File: src/design/cmdf_pkg.sv
`timescale 1ns / 1ps
// ----------------------------------------------------------------------------
// cmdf_pkg - shared types and constants of the chunked message deframer
// phase and status codes, result record and framing constants
// ----------------------------------------------------------------------------
package cmdf_pkg;

    localparam int BUFFER_BYTES_DEF = 4096;

    localparam logic [7:0] CSUM_BASE   = 8'hAA;
    localparam logic [7:0] CSUM_BYPASS = 8'h88;
    localparam logic [7:0] MARKER_MASK = 8'hFE;

    localparam int PLEN_W = 12;

    typedef enum logic [1:0] {
        PH_IDLE = 2'd0,
        PH_HEAD = 2'd1,
        PH_BODY = 2'd2
    } phase_t;

    typedef enum logic [2:0] {
        ST_OK         = 3'd0,
        ST_CSUM_BAD   = 3'd1,
        ST_SHORT      = 3'd2,
        ST_BAD_CONT   = 3'd3,
        ST_OVERFLOW   = 3'd4,
        ST_SIZE_ZERO  = 3'd5
    } status_t;

    typedef struct packed {
        logic [7:0]        out_byte;
        logic              last;
        status_t           status;
        logic [3:0]        category;
        logic [2:0]        command;
        logic [PLEN_W-1:0] payload_length;
        logic              handshake_marker;
    } out_item_t;

endpackage

File: src/design/cmdf_if.sv
`timescale 1ns / 1ps
// ----------------------------------------------------------------------------
// cmdf_if - byte and result channels of the chunked message deframer
// valid/ready channels with source and sink modports
// ----------------------------------------------------------------------------
interface cmdf_in_if;
    logic       valid;
    logic       ready;
    logic [7:0] data_byte;
    logic       chunk_start;
    logic       chunk_end;

    modport source (output valid, output data_byte, output chunk_start,
                    output chunk_end, input ready);
    modport sink   (input valid, input data_byte, input chunk_start,
                    input chunk_end, output ready);
endinterface

interface cmdf_out_if;
    logic        valid;
    logic        ready;
    logic [7:0]  out_byte;
    logic        last;
    logic [2:0]  status;
    logic [3:0]  category;
    logic [2:0]  command;
    logic [11:0] payload_length;
    logic        handshake_marker;

    modport source (output valid, output out_byte, output last, output status,
                    output category, output command, output payload_length,
                    output handshake_marker, input ready);
    modport sink   (input valid, input out_byte, input last, input status,
                    input category, input command, input payload_length,
                    input handshake_marker, output ready);
endinterface

File: src/design/cmdf_parse.sv
`timescale 1ns / 1ps
// ----------------------------------------------------------------------------
// cmdf_parse - message framing state and per-byte decision logic
// tracks header, size, byte count and checksum; forms at most one result per byte
// ----------------------------------------------------------------------------
module cmdf_parse #(
    parameter int BUFFER_BYTES = cmdf_pkg::BUFFER_BYTES_DEF
) (
    input  logic                clk,
    input  logic                rst_n,
    input  logic                in_fire,
    input  logic [7:0]          data_byte,
    input  logic                chunk_start,
    input  logic                chunk_end,
    output logic                res_valid,
    output cmdf_pkg::out_item_t res
);

    localparam int CNT_W = $clog2(BUFFER_BYTES + 1);
    localparam int LEN_W = (CNT_W > cmdf_pkg::PLEN_W) ? CNT_W : cmdf_pkg::PLEN_W;

    cmdf_pkg::phase_t   phase_reg, phase_next;
    logic [CNT_W-1:0]   cnt_reg, cnt_next;
    logic [CNT_W-1:0]   exp_reg, exp_next;
    logic [7:0]         header_reg, header_next;
    logic [7:0]         size_low_reg, size_low_next;
    logic [7:0]         sum_reg, sum_next;
    logic [1:0]         fcb_reg, fcb_next;

    logic [16:0]        exp_full;
    logic [15:0]        size_full;
    logic [CNT_W:0]     cnt_inc;
    logic [LEN_W-1:0]   plen_full;
    logic [7:0]         sum_add;
    logic [7:0]         csum_want;
    logic               hs;

    always_ff @(posedge clk or negedge rst_n)
    begin
        if (!rst_n)
        begin
            phase_reg    <= cmdf_pkg::PH_IDLE;
            cnt_reg      <= '0;
            exp_reg      <= '0;
            header_reg   <= '0;
            size_low_reg <= '0;
            sum_reg      <= '0;
            fcb_reg      <= '0;
        end
        else
        begin
            phase_reg    <= phase_next;
            cnt_reg      <= cnt_next;
            exp_reg      <= exp_next;
            header_reg   <= header_next;
            size_low_reg <= size_low_next;
            sum_reg      <= sum_next;
            fcb_reg      <= fcb_next;
        end
    end

    assign size_full = {data_byte, size_low_reg};
    assign exp_full  = {1'b0, size_full} + 17'd3;
    assign cnt_inc   = {1'b0, cnt_reg} + {{CNT_W{1'b0}}, 1'b1};
    assign plen_full = LEN_W'(exp_reg) - LEN_W'(4);
    assign sum_add   = sum_reg + data_byte;
    assign csum_want = cmdf_pkg::CSUM_BASE - sum_reg;
    assign hs        = (data_byte == cmdf_pkg::CSUM_BYPASS);

    always_comb
    begin
        phase_next    = phase_reg;
        cnt_next      = cnt_reg;
        exp_next      = exp_reg;
        header_next   = header_reg;
        size_low_next = size_low_reg;
        sum_next      = sum_reg;
        fcb_next      = fcb_reg;
        res_valid     = 1'b0;
        res           = '0;
        res.category  = header_reg[7:4];
        res.command   = header_reg[3:1];

        if (in_fire)
        begin
            case (phase_reg)
                cmdf_pkg::PH_HEAD:
                begin
                    if (chunk_start)
                    begin
                        // header cut short by a new chunk, which opens a new header
                        res_valid     = 1'b1;
                        res.last      = 1'b1;
                        res.status    = cmdf_pkg::ST_SHORT;
                        header_next   = data_byte;
                        sum_next      = data_byte;
                        size_low_next = '0;
                        exp_next      = '0;
                        cnt_next      = CNT_W'(1);
                        fcb_next      = 2'd1;
                        phase_next    = chunk_end ? cmdf_pkg::PH_IDLE : cmdf_pkg::PH_HEAD;
                    end
                    else if (fcb_reg == 2'd1)
                    begin
                        size_low_next = data_byte;
                        sum_next      = sum_add;
                        fcb_next      = 2'd2;
                        cnt_next      = CNT_W'(2);
                        if (chunk_end)
                        begin
                            res_valid  = 1'b1;
                            res.last   = 1'b1;
                            res.status = cmdf_pkg::ST_SHORT;
                            phase_next = cmdf_pkg::PH_IDLE;
                        end
                    end
                    else
                    begin
                        sum_next   = sum_add;
                        fcb_next   = 2'd3;
                        cnt_next   = CNT_W'(3);
                        exp_next   = exp_full[CNT_W-1:0];
                        phase_next = cmdf_pkg::PH_BODY;
                        if (size_full == 16'd0)
                        begin
                            res_valid  = 1'b1;
                            res.last   = 1'b1;
                            res.status = cmdf_pkg::ST_SIZE_ZERO;
                            phase_next = cmdf_pkg::PH_IDLE;
                        end
                        else if (exp_full > 17'(BUFFER_BYTES))
                        begin
                            res_valid  = 1'b1;
                            res.last   = 1'b1;
                            res.status = cmdf_pkg::ST_OVERFLOW;
                            phase_next = cmdf_pkg::PH_IDLE;
                        end
                    end
                end

                cmdf_pkg::PH_BODY:
                begin
                    if (chunk_start)
                    begin
                        // continuation marker must be the command byte with bit 0 set
                        if (!data_byte[0] ||
                            ((data_byte & cmdf_pkg::MARKER_MASK) != header_reg))
                        begin
                            res_valid  = 1'b1;
                            res.last   = 1'b1;
                            res.status = cmdf_pkg::ST_BAD_CONT;
                            phase_next = cmdf_pkg::PH_IDLE;
                        end
                    end
                    else if (cnt_inc < {1'b0, exp_reg})
                    begin
                        sum_next     = sum_add;
                        cnt_next     = cnt_inc[CNT_W-1:0];
                        res_valid    = 1'b1;
                        res          = '0;
                        res.out_byte = data_byte;
                    end
                    else
                    begin
                        // checksum byte
                        cnt_next             = cnt_inc[CNT_W-1:0];
                        res_valid            = 1'b1;
                        res.last             = 1'b1;
                        res.handshake_marker = hs;
                        res.status           = (hs || (csum_want == data_byte)) ?
                                               cmdf_pkg::ST_OK : cmdf_pkg::ST_CSUM_BAD;
                        res.payload_length   = plen_full[cmdf_pkg::PLEN_W-1:0];
                        phase_next           = cmdf_pkg::PH_IDLE;
                    end
                end

                default:
                begin
                    phase_next = cmdf_pkg::PH_IDLE;
                    if (chunk_start)
                    begin
                        header_next   = data_byte;
                        sum_next      = data_byte;
                        size_low_next = '0;
                        exp_next      = '0;
                        cnt_next      = CNT_W'(1);
                        fcb_next      = 2'd1;
                        phase_next    = cmdf_pkg::PH_HEAD;
                        if (chunk_end)
                        begin
                            res_valid    = 1'b1;
                            res.last     = 1'b1;
                            res.status   = cmdf_pkg::ST_SHORT;
                            res.category = data_byte[7:4];
                            res.command  = data_byte[3:1];
                            phase_next   = cmdf_pkg::PH_IDLE;
                        end
                    end
                end
            endcase
        end
    end

    // body count stays below the expected message length, which stays within the buffer
    assert property (@(posedge clk) disable iff (!rst_n)
        phase_reg == cmdf_pkg::PH_BODY |-> (cnt_reg < exp_reg) &&
                                           (CNT_W'(BUFFER_BYTES) >= exp_reg))
    else $error("byte count out of range in body");

    // header holds one or two bytes while waiting for the size
    assert property (@(posedge clk) disable iff (!rst_n)
        phase_reg == cmdf_pkg::PH_HEAD |-> (fcb_reg == 2'd1) || (fcb_reg == 2'd2))
    else $error("header byte count out of range");

    // any status result ends the message
    assert property (@(posedge clk) disable iff (!rst_n)
        res_valid && res.last |=> (phase_reg == cmdf_pkg::PH_IDLE) ||
                                  (phase_reg == cmdf_pkg::PH_HEAD))
    else $error("message still open after status");

endmodule

File: src/design/cmdf_outbuf.sv
`timescale 1ns / 1ps
// ----------------------------------------------------------------------------
// cmdf_outbuf - result register with skid stage
// holds results while the sink stalls and keeps the byte side running until the skid stage fills
// ----------------------------------------------------------------------------
module cmdf_outbuf (
    input  logic                clk,
    input  logic                rst_n,
    input  logic                push,
    input  cmdf_pkg::out_item_t push_item,
    output logic                space,
    output logic                out_valid,
    input  logic                out_ready,
    output cmdf_pkg::out_item_t out_item
);

    logic                out_valid_reg, out_valid_next;
    logic                skid_valid_reg, skid_valid_next;
    cmdf_pkg::out_item_t out_item_reg, out_item_next;
    cmdf_pkg::out_item_t skid_item_reg, skid_item_next;
    logic                pop;

    assign pop       = out_valid_reg && out_ready;
    assign space     = !skid_valid_reg;
    assign out_valid = out_valid_reg;
    assign out_item  = out_item_reg;

    always_ff @(posedge clk or negedge rst_n)
    begin
        if (!rst_n)
        begin
            out_valid_reg  <= 1'b0;
            skid_valid_reg <= 1'b0;
        end
        else
        begin
            out_valid_reg  <= out_valid_next;
            skid_valid_reg <= skid_valid_next;
        end
    end

    always_ff @(posedge clk)
    begin
        out_item_reg  <= out_item_next;
        skid_item_reg <= skid_item_next;
    end

    always_comb
    begin
        out_valid_next  = out_valid_reg;
        skid_valid_next = skid_valid_reg;
        out_item_next   = out_item_reg;
        skid_item_next  = skid_item_reg;

        if (pop)
        begin
            out_valid_next  = skid_valid_reg;
            out_item_next   = skid_item_reg;
            skid_valid_next = 1'b0;
        end

        if (push)
        begin
            if (!out_valid_reg || pop)
            begin
                out_valid_next = 1'b1;
                out_item_next  = push_item;
            end
            else
            begin
                skid_valid_next = 1'b1;
                skid_item_next  = push_item;
            end
        end
    end

    // skid stage only fills behind a full result register
    assert property (@(posedge clk) disable iff (!rst_n)
        skid_valid_reg |-> out_valid_reg)
    else $error("skid stage full with empty result register");

    // no push lands on a full skid stage
    assert property (@(posedge clk) disable iff (!rst_n)
        push |-> !skid_valid_reg)
    else $error("result pushed into full buffer");

endmodule

File: src/design/chunked_message_deframer_core.sv
`timescale 1ns / 1ps
// ----------------------------------------------------------------------------
// chunked_message_deframer_core - deframer for chunked command messages
//
//   channel  dir  transaction
//   chunk    in   one received byte with chunk start and end marks
//   msg      out  one payload byte or one end-of-message status record
//
// takes one byte per cycle while chunk.ready is high; the result of a byte is formed
// from the framing state and goes to the result register, or to the skid stage while the sink stalls
// reset clears the framing state and both result stages
// chunk.ready drops only while result register and skid stage are both full
// ----------------------------------------------------------------------------
module chunked_message_deframer_core #(
    parameter int BUFFER_BYTES = cmdf_pkg::BUFFER_BYTES_DEF
) (
    input  logic        clk,
    input  logic        rst_n,
    cmdf_in_if.sink     chunk,
    cmdf_out_if.source  msg
);

    logic                in_fire;
    logic                space;
    logic                res_valid;
    cmdf_pkg::out_item_t res;
    cmdf_pkg::out_item_t out_item;

    assign chunk.ready = space;
    assign in_fire     = chunk.valid && space;

    cmdf_parse #(
        .BUFFER_BYTES (BUFFER_BYTES)
    ) u_parse (
        .clk         (clk),
        .rst_n       (rst_n),
        .in_fire     (in_fire),
        .data_byte   (chunk.data_byte),
        .chunk_start (chunk.chunk_start),
        .chunk_end   (chunk.chunk_end),
        .res_valid   (res_valid),
        .res         (res)
    );

    cmdf_outbuf u_outbuf (
        .clk       (clk),
        .rst_n     (rst_n),
        .push      (res_valid),
        .push_item (res),
        .space     (space),
        .out_valid (msg.valid),
        .out_ready (msg.ready),
        .out_item  (out_item)
    );

    assign msg.out_byte         = out_item.out_byte;
    assign msg.last             = out_item.last;
    assign msg.status           = out_item.status;
    assign msg.category         = out_item.category;
    assign msg.command          = out_item.command;
    assign msg.payload_length   = out_item.payload_length;
    assign msg.handshake_marker = out_item.handshake_marker;

endmodule

File: src/flat_wrapper.sv
// flat-port wrapper written by rule: the top's interface ports become plain ports
module chunked_message_deframer_core_flat 
#(
    parameter int BUFFER_BYTES = cmdf_pkg::BUFFER_BYTES_DEF
)
  (clk, rst_n, chunk_valid, chunk_data_byte, chunk_chunk_start, chunk_chunk_end, chunk_ready, msg_valid, msg_out_byte, msg_last, msg_status, msg_category, msg_command, msg_payload_length, msg_handshake_marker, msg_ready);
  cmdf_in_if chunk_i ();
  cmdf_out_if msg_i ();
  input  logic clk;
  input  logic rst_n;
  input wire logic [$bits(chunk_i.valid)-1:0] chunk_valid;
  input wire logic [$bits(chunk_i.data_byte)-1:0] chunk_data_byte;
  input wire logic [$bits(chunk_i.chunk_start)-1:0] chunk_chunk_start;
  input wire logic [$bits(chunk_i.chunk_end)-1:0] chunk_chunk_end;
  output wire logic [$bits(chunk_i.ready)-1:0] chunk_ready;
  output wire logic [$bits(msg_i.valid)-1:0] msg_valid;
  output wire logic [$bits(msg_i.out_byte)-1:0] msg_out_byte;
  output wire logic [$bits(msg_i.last)-1:0] msg_last;
  output wire logic [$bits(msg_i.status)-1:0] msg_status;
  output wire logic [$bits(msg_i.category)-1:0] msg_category;
  output wire logic [$bits(msg_i.command)-1:0] msg_command;
  output wire logic [$bits(msg_i.payload_length)-1:0] msg_payload_length;
  output wire logic [$bits(msg_i.handshake_marker)-1:0] msg_handshake_marker;
  input wire logic [$bits(msg_i.ready)-1:0] msg_ready;
  assign chunk_i.valid = chunk_valid;
  assign chunk_i.data_byte = chunk_data_byte;
  assign chunk_i.chunk_start = chunk_chunk_start;
  assign chunk_i.chunk_end = chunk_chunk_end;
  assign chunk_ready = chunk_i.ready;
  assign msg_valid = msg_i.valid;
  assign msg_out_byte = msg_i.out_byte;
  assign msg_last = msg_i.last;
  assign msg_status = msg_i.status;
  assign msg_category = msg_i.category;
  assign msg_command = msg_i.command;
  assign msg_payload_length = msg_i.payload_length;
  assign msg_handshake_marker = msg_i.handshake_marker;
  assign msg_i.ready = msg_ready;
  chunked_message_deframer_core #(.BUFFER_BYTES(BUFFER_BYTES)) u_core (.clk(clk), .rst_n(rst_n), .chunk(chunk_i), .msg(msg_i));
endmodule
File: config.mk
export PLATFORM = sky130hd
export DESIGN_NAME = chunked_message_deframer_core_flat
export DESIGN_NICKNAME = d
export VERILOG_FILES = /design/src/design/cmdf_pkg.sv /design/src/design/cmdf_if.sv /design/src/design/cmdf_parse.sv /design/src/design/cmdf_outbuf.sv /design/src/design/chunked_message_deframer_core.sv /design/src/flat_wrapper.sv
export SDC_FILE = /design/constraint.sdc
export NUM_CORES = 1
export LEC_CHECK = 0
export BUFFER_PORTS_ARGS = -buffer_cell sky130_fd_sc_hd__buf_2
export CAP_MARGIN = 20
export CORE_MARGIN = 4
export CORE_UTILIZATION = 55
export DETAILED_ROUTE_END_ITERATION = 6
export GPL_ROUTABILITY_DRIVEN = 0
export HOLD_SLACK_MARGIN = 0.1
export PLACE_DENSITY = 0.74
export REMOVE_ABC_BUFFERS = 1
export SLEW_MARGIN = 20
export SYNTH_ARGS = -nofsm -noshare
export SYNTH_HDL_FRONTEND = slang
export SYNTH_SLANG_ARGS = --single-unit
File: constraint.sdc
create_clock -name clk -period 10.2 [get_ports clk]
set_clock_uncertainty 0.2 [all_clocks]
set_input_delay 1.02 -clock clk [delete_from_list [all_inputs] [get_ports clk]]
set_output_delay 1.02 -clock clk [all_outputs]
set_load 0.005 [all_outputs]
==> results.py, run 1 <==
metrics = {
    "run_status": {
        "status": "finished clean",
    },
    "timing": {
        "finalSetupTns_ns": 0,
        "post-route-period-util_pct": 43.69,
        "whs_ns": 0.2770,
        "max_freq_ghz": 0.2244,
        "finalHoldViolCount": 0,
        "worstMarginPinSlew_ns": 1.075,
        "period_minus_slack_ns": 4.457,
        "relSlewSlack_pct": 27.69,
        "finalSetupViolations": 0,
        "drv_slew": 0,
        "grt_setup_unrepaired": "no",
    },
    "cts": {
        "cts_tree": "done",
        "clk_path_buf_depth": 2,
        "clk_pin_slew_worst_paths_ns": 0.05,
        "numCtsBuffers": 17,
        "clock_latency_ns": 0.42,
        "clock-sinks": 120,
        "htree_levels": 4,
        "post_cts_resized": 0,
        "post_cts_buffers": 0,
        "clockRootBuffer": "clkbuf_16",
        "ctsHoldBuffers": 0,
    },
    "routing": {
        "routedWlPerCell_um": 18.12,
        "wl_mm": 16.37,
        "drt_iter0_drc": 475,
        "antenna_left": 0,
        "drt_pre_antenna_iters": 6,
        "via_count": 5460,
        "viasPerCell": 6.047,
        "drc": 0,
    },
    "pwr": {
        "vdd_drop_max_uv": 136.2,
        "p_seq_share_pct": 35.9,
        "power.internal_uw": 1329,
        "combPwrFrac_pct": 34.9,
        "leakage_uw": 0.003329,
        "power_frac_clock_pct": 29.2,
        "switching_share_pct": 33.64,
        "switching_power_uw": 674.0,
        "power_density_nw_per_um2": 256.5,
    },
    "floorplan": {
        "initial_core_util_pct": 56.94,
        "core-area_sq_um": 12160,
        "die_h_um": 120.2,
        "die_width_um": 120.2,
        "num_rows": 40,
        "ioPinCount": 48,
        "dieArea_sq_um": 14450,
    },
    "cells_and_area": {
        "drive_above_1_share_pct": 20.82,
        "syn2layout_area_growth_pct": 12.77,
        "fin_cells": 903,
        "diodes": 0,
        "nFillCells": 958,
        "nNetsFinal": 763,
    },
    "global_route": {
        "grt_overflow": 0,
        "busiest_layer": "met2",
        "grt_max_degree": 57,
        "grt_util_met2_pct": 39.34,
        "track_usage_pct": 23.79,
        "grtUsageMet1_pct": 30.27,
        "antenna_found_initial": 0,
        "grt_pass1_wl_mm": 27.39,
        "grt_pass1_vias": 5569,
        "grt_use_met3_pct": 4.818,
    },
    "place": {
        "dpl.cell_count": 871,
        "port_buffers": 47,
        "dp_hpwl_mm": 11.40,
    },
    "yosys": {
        "avgSynthCellArea_sq_um": 10.05,
        "synth-edff-count": 32,
        "synthCells": 689,
        "synthesis.area_sq_um": 6925,
        "yosys_register_bits": 120,
        "yosysWarnings": 0,
        "yosysSeqAreaShare_pct": 43.36,
        "synthFlopType": "dfrtp_1",
        "ys_types": 68,
        "async_flop_share_pct": 46.67,
    },
    "run": {
        "maxCapViolCount": 0,
    },
    "worst_setup_path": {
        "arrival_ns": 4.62,
        "crit_path_start_kind": "register",
        "path_max_fanout": 13,
        "rrSetupSlack_ns": 5.74,
        "critPathKind": "reg2reg",
        "required_ns": 10.36,
        "critPathCaptureType": "register",
        "r2r_cells": 15,
    },
    "min_path": {
        "min_path_cells": 2,
        "worstHoldPathType": "reg2reg",
    },
}
==> synthesized netlist by cell type (4+ instances only) <==
| cell type | instances | area, sq um |
|---|---|---|
| dfxtp_1 | 32 | 640.6 |
| a22oi_1 | 15 | 112.6 |
| o21ai_0 | 38 | 190.2 |
| mux2_2 | 64 | 720.7 |
| nor3_1 | 14 | 70.07 |
| and3_1 | 8 | 50.05 |
| nand4_1 | 8 | 50.05 |
| a22o_1 | 12 | 105.1 |
| edfxtp_1 | 32 | 960.9 |
| a21o_1 | 4 | 30.03 |
| nor2b_1 | 6 | 37.54 |
| xnor2_1 | 29 | 254.0 |
| dfrtp_1 | 56 | 1401 |
| buf_2 | 5 | 25.02 |
| and2_1 | 11 | 68.82 |
| a21oi_1 | 29 | 145.1 |
| xor2_1 | 25 | 219.0 |
| mux2i_1 | 8 | 80.08 |
| inv_1 | 27 | 101.4 |
| nand3_1 | 16 | 80.08 |
| nand2_1 | 61 | 229.0 |
| nand2b_1 | 5 | 31.28 |
| clkbuf_1 | 23 | 86.33 |
| o2bb2ai_1 | 7 | 61.31 |
| nor4_1 | 10 | 62.56 |
| mux2_1 | 4 | 45.04 |
| nor2_1 | 50 | 187.7 |
| o31ai_1 | 6 | 45.04 |
| buf_4 | 4 | 30.03 |
| ha_1 | 26 | 325.3 |
==> placed cells by master (no fill, tap or decap), types with 3 or more instances in the layout <==
cell type / instances
mux2_2: 64
nand2_1: 61
dfrtp_1: 56
nor2_1: 50
buf_2: 47
o21ai_0: 38
dfxtp_1: 32
edfxtp_1: 32
xnor2_1: 29
a21oi_1: 28
inv_1: 27
ha_1: 26
xor2_1: 25
clkbuf_16: 17
nand3_1: 16
a22oi_1: 15
nor3_1: 13
a22o_1: 12
and2_1: 11
nor4_1: 9
and3_1: 8
nand4_1: 8
mux2i_1: 8
o2bb2ai_1: 7
nor2b_1: 6
o31ai_1: 6
nand2b_1: 5
a21o_1: 4
mux2_1: 4
clkbuf_1: 4
clkinv_2: 4
buf_4: 4
or2_2: 3
a31oi_1: 3
clkbuf_8: 3
==> final cells by class <==
type / instances / area, sq um / share of cell area [%]
multi-input cells: 505 / 3654 / 46.78
flip-flops and latches: 120 / 3003 / 38.45
clock buffers: 24 / 481.7 / 6.168
repair buffers: 51 / 265.3 / 3.396
well taps: 168 / 210.2 / 2.691
inverters: 27 / 101.3 / 1.298
clock inverters: 8 / 95.09 / 1.218
==> worst max-delay path, stage by stage, from the launching register on <==
cell and delay, ns:
dfrtp_1 0.44, ha_1 0.26, nand3_1 0.13, nor2_1 0.26, and3_1 0.30, nand2_1 0.07, or2_2 0.30, xnor2_1 0.15
ha_1 0.31, nand3_1 0.10, nor3_1 0.19, a31oi_1 0.15, nand2_1 0.21, nand3_1 0.48, nor3_1 0.59, mux2_2 0.25
==> layer usage <==
layer  wire length (um)  part of all wire (%)
met2               8024                    49
met5                  0                     0
met3                919                   5.6
met1               6984                    43
met4                438                   2.7
==> cell families after synthesis <==
group	share of synthesized area, %
simple gates	14.91
compound gates	13.60
flops	43.36
mux	12.21
buf+inv	4.101
xor+xnor	6.829
fa+ha+maj	4.986
==> per-stage QoR <==
| stage | util [%] | total power [uW] | instance area, sq um | setup WS [ns] |
|---|---|---|---|---|
| final | 64.22 | 2003 | 7810 | 5.743 |
| after global routing | 64.22 | 2129 | 7810 | 5.444 |
| after CTS | 64.19 | 2012 | 7806 | 5.630 |
| after detailed placement | 59.44 | 1420 | 7229 | 5.647 |
| after global placement | 59.39 | 1382 | 7223 | 5.667 |
| after floorplan | - | 1202 | 6743 | 5.176 |
==> worst paths after layout <==
kind                                                            start                                    endpoint
worst max-delay path            u_core.u_parse.cnt_reg[0]$_DFFE_PN0P_         u_core.u_outbuf.out_item[0]$_DFF_P_
worst min-delay path            u_core.u_parse.exp_reg[1]$_DFFE_PN0P_       u_core.u_parse.exp_reg[1]$_DFFE_PN0P_
worst max register to register  u_core.u_parse.cnt_reg[0]$_DFFE_PN0P_         u_core.u_outbuf.out_item[0]$_DFF_P_
worst min register to register  u_core.u_parse.exp_reg[1]$_DFFE_PN0P_       u_core.u_parse.exp_reg[1]$_DFFE_PN0P_
max in group asynchronous                                       rst_n  u_core.u_parse.size_low_reg[7]$_DFFE_PN0P_
min in group asynchronous                                       rst_n       u_core.u_parse.cnt_reg[7]$_DFFE_PN0P_
==> power by group through the flow <==
stage	combinational [uW]	sequential, uW	clock (uW)
after floorplan	493	708	0
after global placement	664	718	0
after detailed placement	693	726	0
after CTS	698	718	595
after global routing	775	738	616
final	699	719	585
No activity file was read; power rests on OpenSTA's default activity.
==> inputs of run 2 (changes only) <==
clock period = 4.7 ns   (was 10.2 ns; I/O delays follow)
==> results.py, run 2 (synthesis gave the netlist of run 1 again) <==
metrics = {
    "worst_setup_path": {
        "cp_top_family": "simple AND/OR/NAND/NOR gates",
        "arrival_ns": 4.44,
        "cp_num_buf_inv": 0,
        "required_ns": 4.80,
        "cp_cell_sequence": "ha_1 > nand3_1 > nor2_1 > and3_1 > nand2_1 > or2_2 > xnor2_1 > ha_1 > and3_1 > a2111oi_0 > nand2_1 > nand3_1 > nor2_1 > mux2_2",
        "crit_path_start_kind": "register",
        "critPathCaptureType": "register",
        "critPathKind": "reg2reg",
        "path_max_fanout": 13,
        "slowest_delay_ns": 0.48,
        "cp_slowest_cell": "nand3_1",
    },
    "pwr": {
        "power_density_nw_per_um2": 560.6,
        "leakage_uw": 0.003356,
        "vdd_drop_max_uv": 367.8,
        "power.total_uw": 4419,
    },
    "timing": {
        "finalHoldViolCount": 0,
        "drv_slew": 0,
        "post-route-period-util_pct": 92.32,
        "worstMarginPinSlew_ns": 0.6494,
        "grt_setup_unrepaired": "no",
        "period_minus_slack_ns": 4.339,
        "relSlewSlack_pct": 56.31,
        "max_freq_ghz": 0.2305,
        "finalSetupViolations": 0,
    },
    "cts": {
        "clockRootBuffer": "clkbuf_16",
        "numCtsBuffers": 17,
        "cts_tree": "done",
        "clk_pin_slew_worst_paths_ns": 0.06,
        "htree_levels": 4,
        "post_cts_resized": 0,
        "clock-sinks": 120,
        "clk_path_buf_depth": 2,
        "clock_latency_ns": 0.42,
    },
    "global_route": {
        "grt_max_degree": 44,
        "grt_overflow": 0,
        "antenna_found_initial": 0,
        "grt_pass1_vias": 5420,
        "grt_pass1_wl_mm": 27.17,
        "busiest_layer": "met2",
        "track_usage_pct": 23.72,
        "grt_util_met2_pct": 39.45,
        "grtUsageMet1_pct": 30.08,
        "grt_use_met3_pct": 5.145,
    },
    "routing": {
        "viasPerCell": 6.021,
        "wl_mm": 16.29,
        "drt_pre_antenna_iters": 5,
        "drt_iter0_drc": 469,
        "routedWlPerCell_um": 17.94,
        "drc": 0,
        "antenna_left": 0,
        "via_count": 5467,
    },
    "place": {
        "port_buffers": 47,
        "dpl-instance-area_sq_um": 7253,
        "dp_hpwl_mm": 11.43,
    },
    "cells_and_area": {
        "multi_input_area_sq_um": 3643,
        "layout_commonest_cell": "mux2_2",
        "mostFrequentLayoutCells": "mux2_2 (64), nand2_1 (61), dfrtp_1 (56)",
        "nFillCells": 965,
        "fin_util_pct": 64.80,
        "diodes": 0,
        "nNetsFinal": 768,
        "regArea_sq_um": 3003,
        "syn2layout_area_growth_pct": 13.80,
        "drive_above_1_share_pct": 21.49,
        "final_cell_area_sq_um": 7881,
    },
    "run_status": {
        "status": "finished clean",
    },
    "floorplan": {
        "ioPinCount": 48,
        "core-area_sq_um": 12160,
        "initial_core_util_pct": 56.94,
        "die_h_um": 120.2,
        "dieArea_sq_um": 14450,
        "die_width_um": 120.2,
        "num_rows": 40,
    },
    "min_path": {
        "worstHoldPathType": "in2reg",
    },
    "run": {
        "maxCapViolCount": 0,
    },
}
-- run 2: final cells by class --
class	count	area share, %
sequential	120	38.10
timing repair buffer	56	3.874
inverter	27	1.286
multi-input combinational	505	46.23
clock buffer	20	6.064
clock inverter	12	1.778
tap	168	2.667
-- run 2: through the flow --
step | TNS (ns) | std cells | hold WS (ns) | setup slack [ns]
global placement | 0 | 875 | 0.1895 | 0.7283
global route | 0 | 908 | 0.2140 | 0.04616
finish | 0 | 908 | 0.1923 | 0.3608
CTS | 0 | 908 | 0.1752 | 0.3884
detailed placement | 0 | 875 | 0.1852 | 0.5008
floorplan | -5.657 | 652 | -0.02559 | -0.1768
-- run 2: tightest hold or removal path, cell delays in order --
cell     delay (ns)
buf_2          0.11
inv_1          0.06
o21ai_0        0.06
o21ai_0        0.07
-- run 2: what timing repair did --
item	4_1_cts	5_1_grt
hold buffers	1	0
setup buffers	0	0
endpoints found under the hold margin	13	0
setup endpoints to repair	0	0
-- run 2: routing by layer --
metal,up-vias,routed length (um)
met4,0,482
met1,2665,6925
met3,39,918
met5,-,0
met2,184,7965
li1,2579,-
-- run 2: report_power, final --
part / internal, uW / switching [uW]
Clock: 844 / 495
Combinational: 746 / 776
Sequential: 1330 / 227
Total: 2920 / 1500
-- run 2: worst paths after layout --
| check | from | to | slack, ns | depth (start not counted) |
|---|---|---|---|---|
| worst max-delay path | u_core.u_parse.cnt_reg[0]$_DFFE_PN0P_ | u_core.u_outbuf.out_item[9]$_DFF_P_ | 0.36 | 14 |
| worst min-delay path | msg_ready | u_core.u_outbuf.out_valid$_DFF_PN0_ | 0.19 | 4 |
| worst max register to register | u_core.u_parse.cnt_reg[0]$_DFFE_PN0P_ | u_core.u_outbuf.out_item[9]$_DFF_P_ | 0.36 | 14 |
| worst min register to register | u_core.u_parse.exp_reg[8]$_DFFE_PN0P_ | u_core.u_parse.exp_reg[8]$_DFFE_PN0P_ | 0.28 | 2 |
| max in group asynchronous | rst_n | u_core.u_outbuf.skid_valid_reg$_DFF_PN0_ | 3.14 | 3 |
| min in group asynchronous | rst_n | u_core.u_parse.cnt_reg[2]$_DFFE_PN0P_ | 0.28 | 2 |
==> inputs of run 3 (changes only) <==
CORE_MARGIN = default   (was 4)
==> results.py, run 3 (synthesis gave the netlist of run 1 again) <==
metrics = {
    "run_status": {
        "status": "finished clean",
    },
    "timing": {
        "finalSetupViolations": 0,
        "finalHoldViolCount": 0,
        "max_freq_ghz": 0.2321,
        "worstMarginPinSlew_ns": 0.6787,
        "drv_slew": 0,
        "grt_setup_unrepaired": "no",
        "finalSetupTns_ns": 0,
        "post-route-period-util_pct": 91.69,
        "whs_ns": 0.1957,
        "relSlewSlack_pct": 54.33,
        "period_minus_slack_ns": 4.309,
    },
    "cts": {
        "htree_levels": 4,
        "cts_tree": "done",
        "clock_latency_ns": 0.42,
        "clk_pin_slew_worst_paths_ns": 0.06,
        "post_cts_buffers": 0,
        "numCtsBuffers": 17,
        "clock-sinks": 120,
        "clk_path_buf_depth": 2,
        "clockRootBuffer": "clkbuf_16",
    },
    "floorplan": {
        "die_h_um": 114.2,
        "dieArea_sq_um": 13040,
        "initial_core_util_pct": 56.94,
        "core-area_sq_um": 12160,
        "die_width_um": 114.2,
        "num_rows": 40,
        "ioPinCount": 48,
    },
    "worst_setup_path": {
        "r2r-start": "u_core.u_parse.cnt_reg[0]$_DFFE_PN0P_",
        "rrSetupSlack_ns": 0.39,
        "critPathKind": "reg2reg",
        "path_max_fanout": 13,
        "crit_path_start_kind": "register",
        "arrival_ns": 4.41,
        "critPathCaptureType": "register",
        "r2r_cells": 14,
        "reg2reg_to": "u_core.u_outbuf.out_item[9]$_DFF_P_",
        "required_ns": 4.80,
    },
    "global_route": {
        "antenna_found_initial": 0,
        "grt_overflow": 0,
        "grt_pass1_vias": 5552,
        "grt_max_degree": 44,
        "track_usage_pct": 27.19,
        "grt_pass1_wl_mm": 27.19,
    },
    "cells_and_area": {
        "nNetsFinal": 768,
        "regArea_sq_um": 3003,
        "drive_above_1_share_pct": 21.49,
        "fin_util_pct": 64.89,
        "nFillCells": 1001,
        "syn2layout_area_growth_pct": 13.95,
        "layout_commonest_cell": "mux2_2",
        "fin_cells": 908,
        "diodes": 0,
        "mostFrequentLayoutCells": "mux2_2 (64), nand2_1 (61), dfrtp_1 (56)",
        "multi_input_area_sq_um": 3643,
    },
    "routing": {
        "drt_iter0_drc": 402,
        "antenna_left": 0,
        "via_count": 5505,
        "viasPerCell": 6.063,
        "drc": 0,
        "routedWlPerCell_um": 18.12,
        "drt_pre_antenna_iters": 5,
        "wl_mm": 16.45,
    },
    "pwr": {
        "power_density_nw_per_um2": 564.1,
        "p_seq_share_pct": 35.1,
        "power_frac_clock_pct": 30.8,
        "vdd_drop_max_uv": 394.1,
        "switching_share_pct": 33.48,
        "power.internal_uw": 2961,
        "switching_power_uw": 1491,
        "combPwrFrac_pct": 34.0,
        "power.total_uw": 4452,
        "leakage_uw": 0.003364,
    },
    "min_path": {
        "worstHoldPathType": "in2reg",
        "worstHoldStart": "msg_ready",
        "whs_endpoint": "u_core.u_outbuf.out_valid$_DFF_PN0_",
        "min_path_cells": 4,
    },
    "place": {
        "dp_hpwl_mm": 11.35,
        "dpl.cell_count": 875,
        "port_buffers": 47,
    },
    "run": {
        "maxCapViolCount": 0,
    },
}
[run 3: changes by cell type in the layout (fill, tap and decap cells not counted)]
cell        change
clkbuf_8        -2
clkinv_2        +2
inv_6           -1
bufinv_16       +2
clkinv_4        +1
clkinvlp_4      -1
clkbuf_16       -1
[run 3: final cells by class]
cell class	count	area share, %
clock buffers	17	5.391
well taps	168	2.664
clock inverters	15	2.569
multi-input cells	505	46.17
flip-flops and latches	120	38.05
repair buffers	56	3.869
inverters	27	1.284
[run 3: timing repair]
| item | in CTS | in global routing |
|---|---|---|
| hold buffers | 1 | 0 |
| hold endpoints to repair | 13 | 0 |
| gates resized for setup | 0 | 0 |
[run 3: worst max path at each step]
stage	depth (start not counted)	start	slack, ns	to
global route	15	u_core.u_parse.cnt_reg[0]$_DFFE_PN0P_	0.07	u_core.u_outbuf.out_item[0]$_DFF_P_
detailed placement	15	u_core.u_parse.cnt_reg[0]$_DFFE_PN0P_	0.44	u_core.u_outbuf.out_item[0]$_DFF_P_
finish	14	u_core.u_parse.cnt_reg[0]$_DFFE_PN0P_	0.39	u_core.u_outbuf.out_item[9]$_DFF_P_
CTS	15	u_core.u_parse.cnt_reg[0]$_DFFE_PN0P_	0.39	u_core.u_outbuf.out_item[0]$_DFF_P_
floorplan	9	u_core.u_parse.size_low_reg[0]$_DFFE_PN0P_	-0.18	u_core.u_outbuf.skid_item_reg[0]$_DFFE_PP_
global placement	14	u_core.u_parse.cnt_reg[0]$_DFFE_PN0P_	0.73	u_core.u_outbuf.out_item[11]$_DFF_P_
[run 3: power groups by stage]
stage | sequential [uW] | clock, uW | combinational, uW
floorplan | 1540 | 0 | 1070
global placement | 1560 | 0 | 1430
detailed placement | 1580 | 0 | 1500
CTS | 1560 | 1390 | 1520
global route | 1600 | 1440 | 1680
finish | 1560 | 1370 | 1510
[run 3: metrics by stage]
stage                     instance area, sq um  setup WS [ns]
after floorplan                           6743        -0.1768
after CTS                                 7891         0.3858
after detailed placement                  7253         0.4403
after global placement                    7253         0.7306
after global routing                      7891        0.07238
final                                     7891         0.3907
[run 3: layer usage]
| layer | track usage, % | part of all wire (%) | up-vias |
|---|---|---|---|
| met5 | 0 | 0 | - |
| li1 | - | - | 2567 |
| met3 | 6.882 | 6.1 | 59 |
| met2 | 45.13 | 49 | 203 |
| met4 | 14.03 | 3.4 | 0 |
| met1 | 32.75 | 42 | 2676 |
[run 3: worst max-delay path, cell delays in order, from the launching register on]
cell	delay, ns
dfrtp_1	0.43
ha_1	0.27
nand3_1	0.14
nor2_1	0.27
and3_1	0.31
nand2_1	0.08
or2_2	0.31
xnor2_1	0.24
ha_1	0.31
and3_1	0.17
a2111oi_0	0.38
nand2_1	0.18
nand3_1	0.44
nor2_1	0.15
mux2_2	0.29
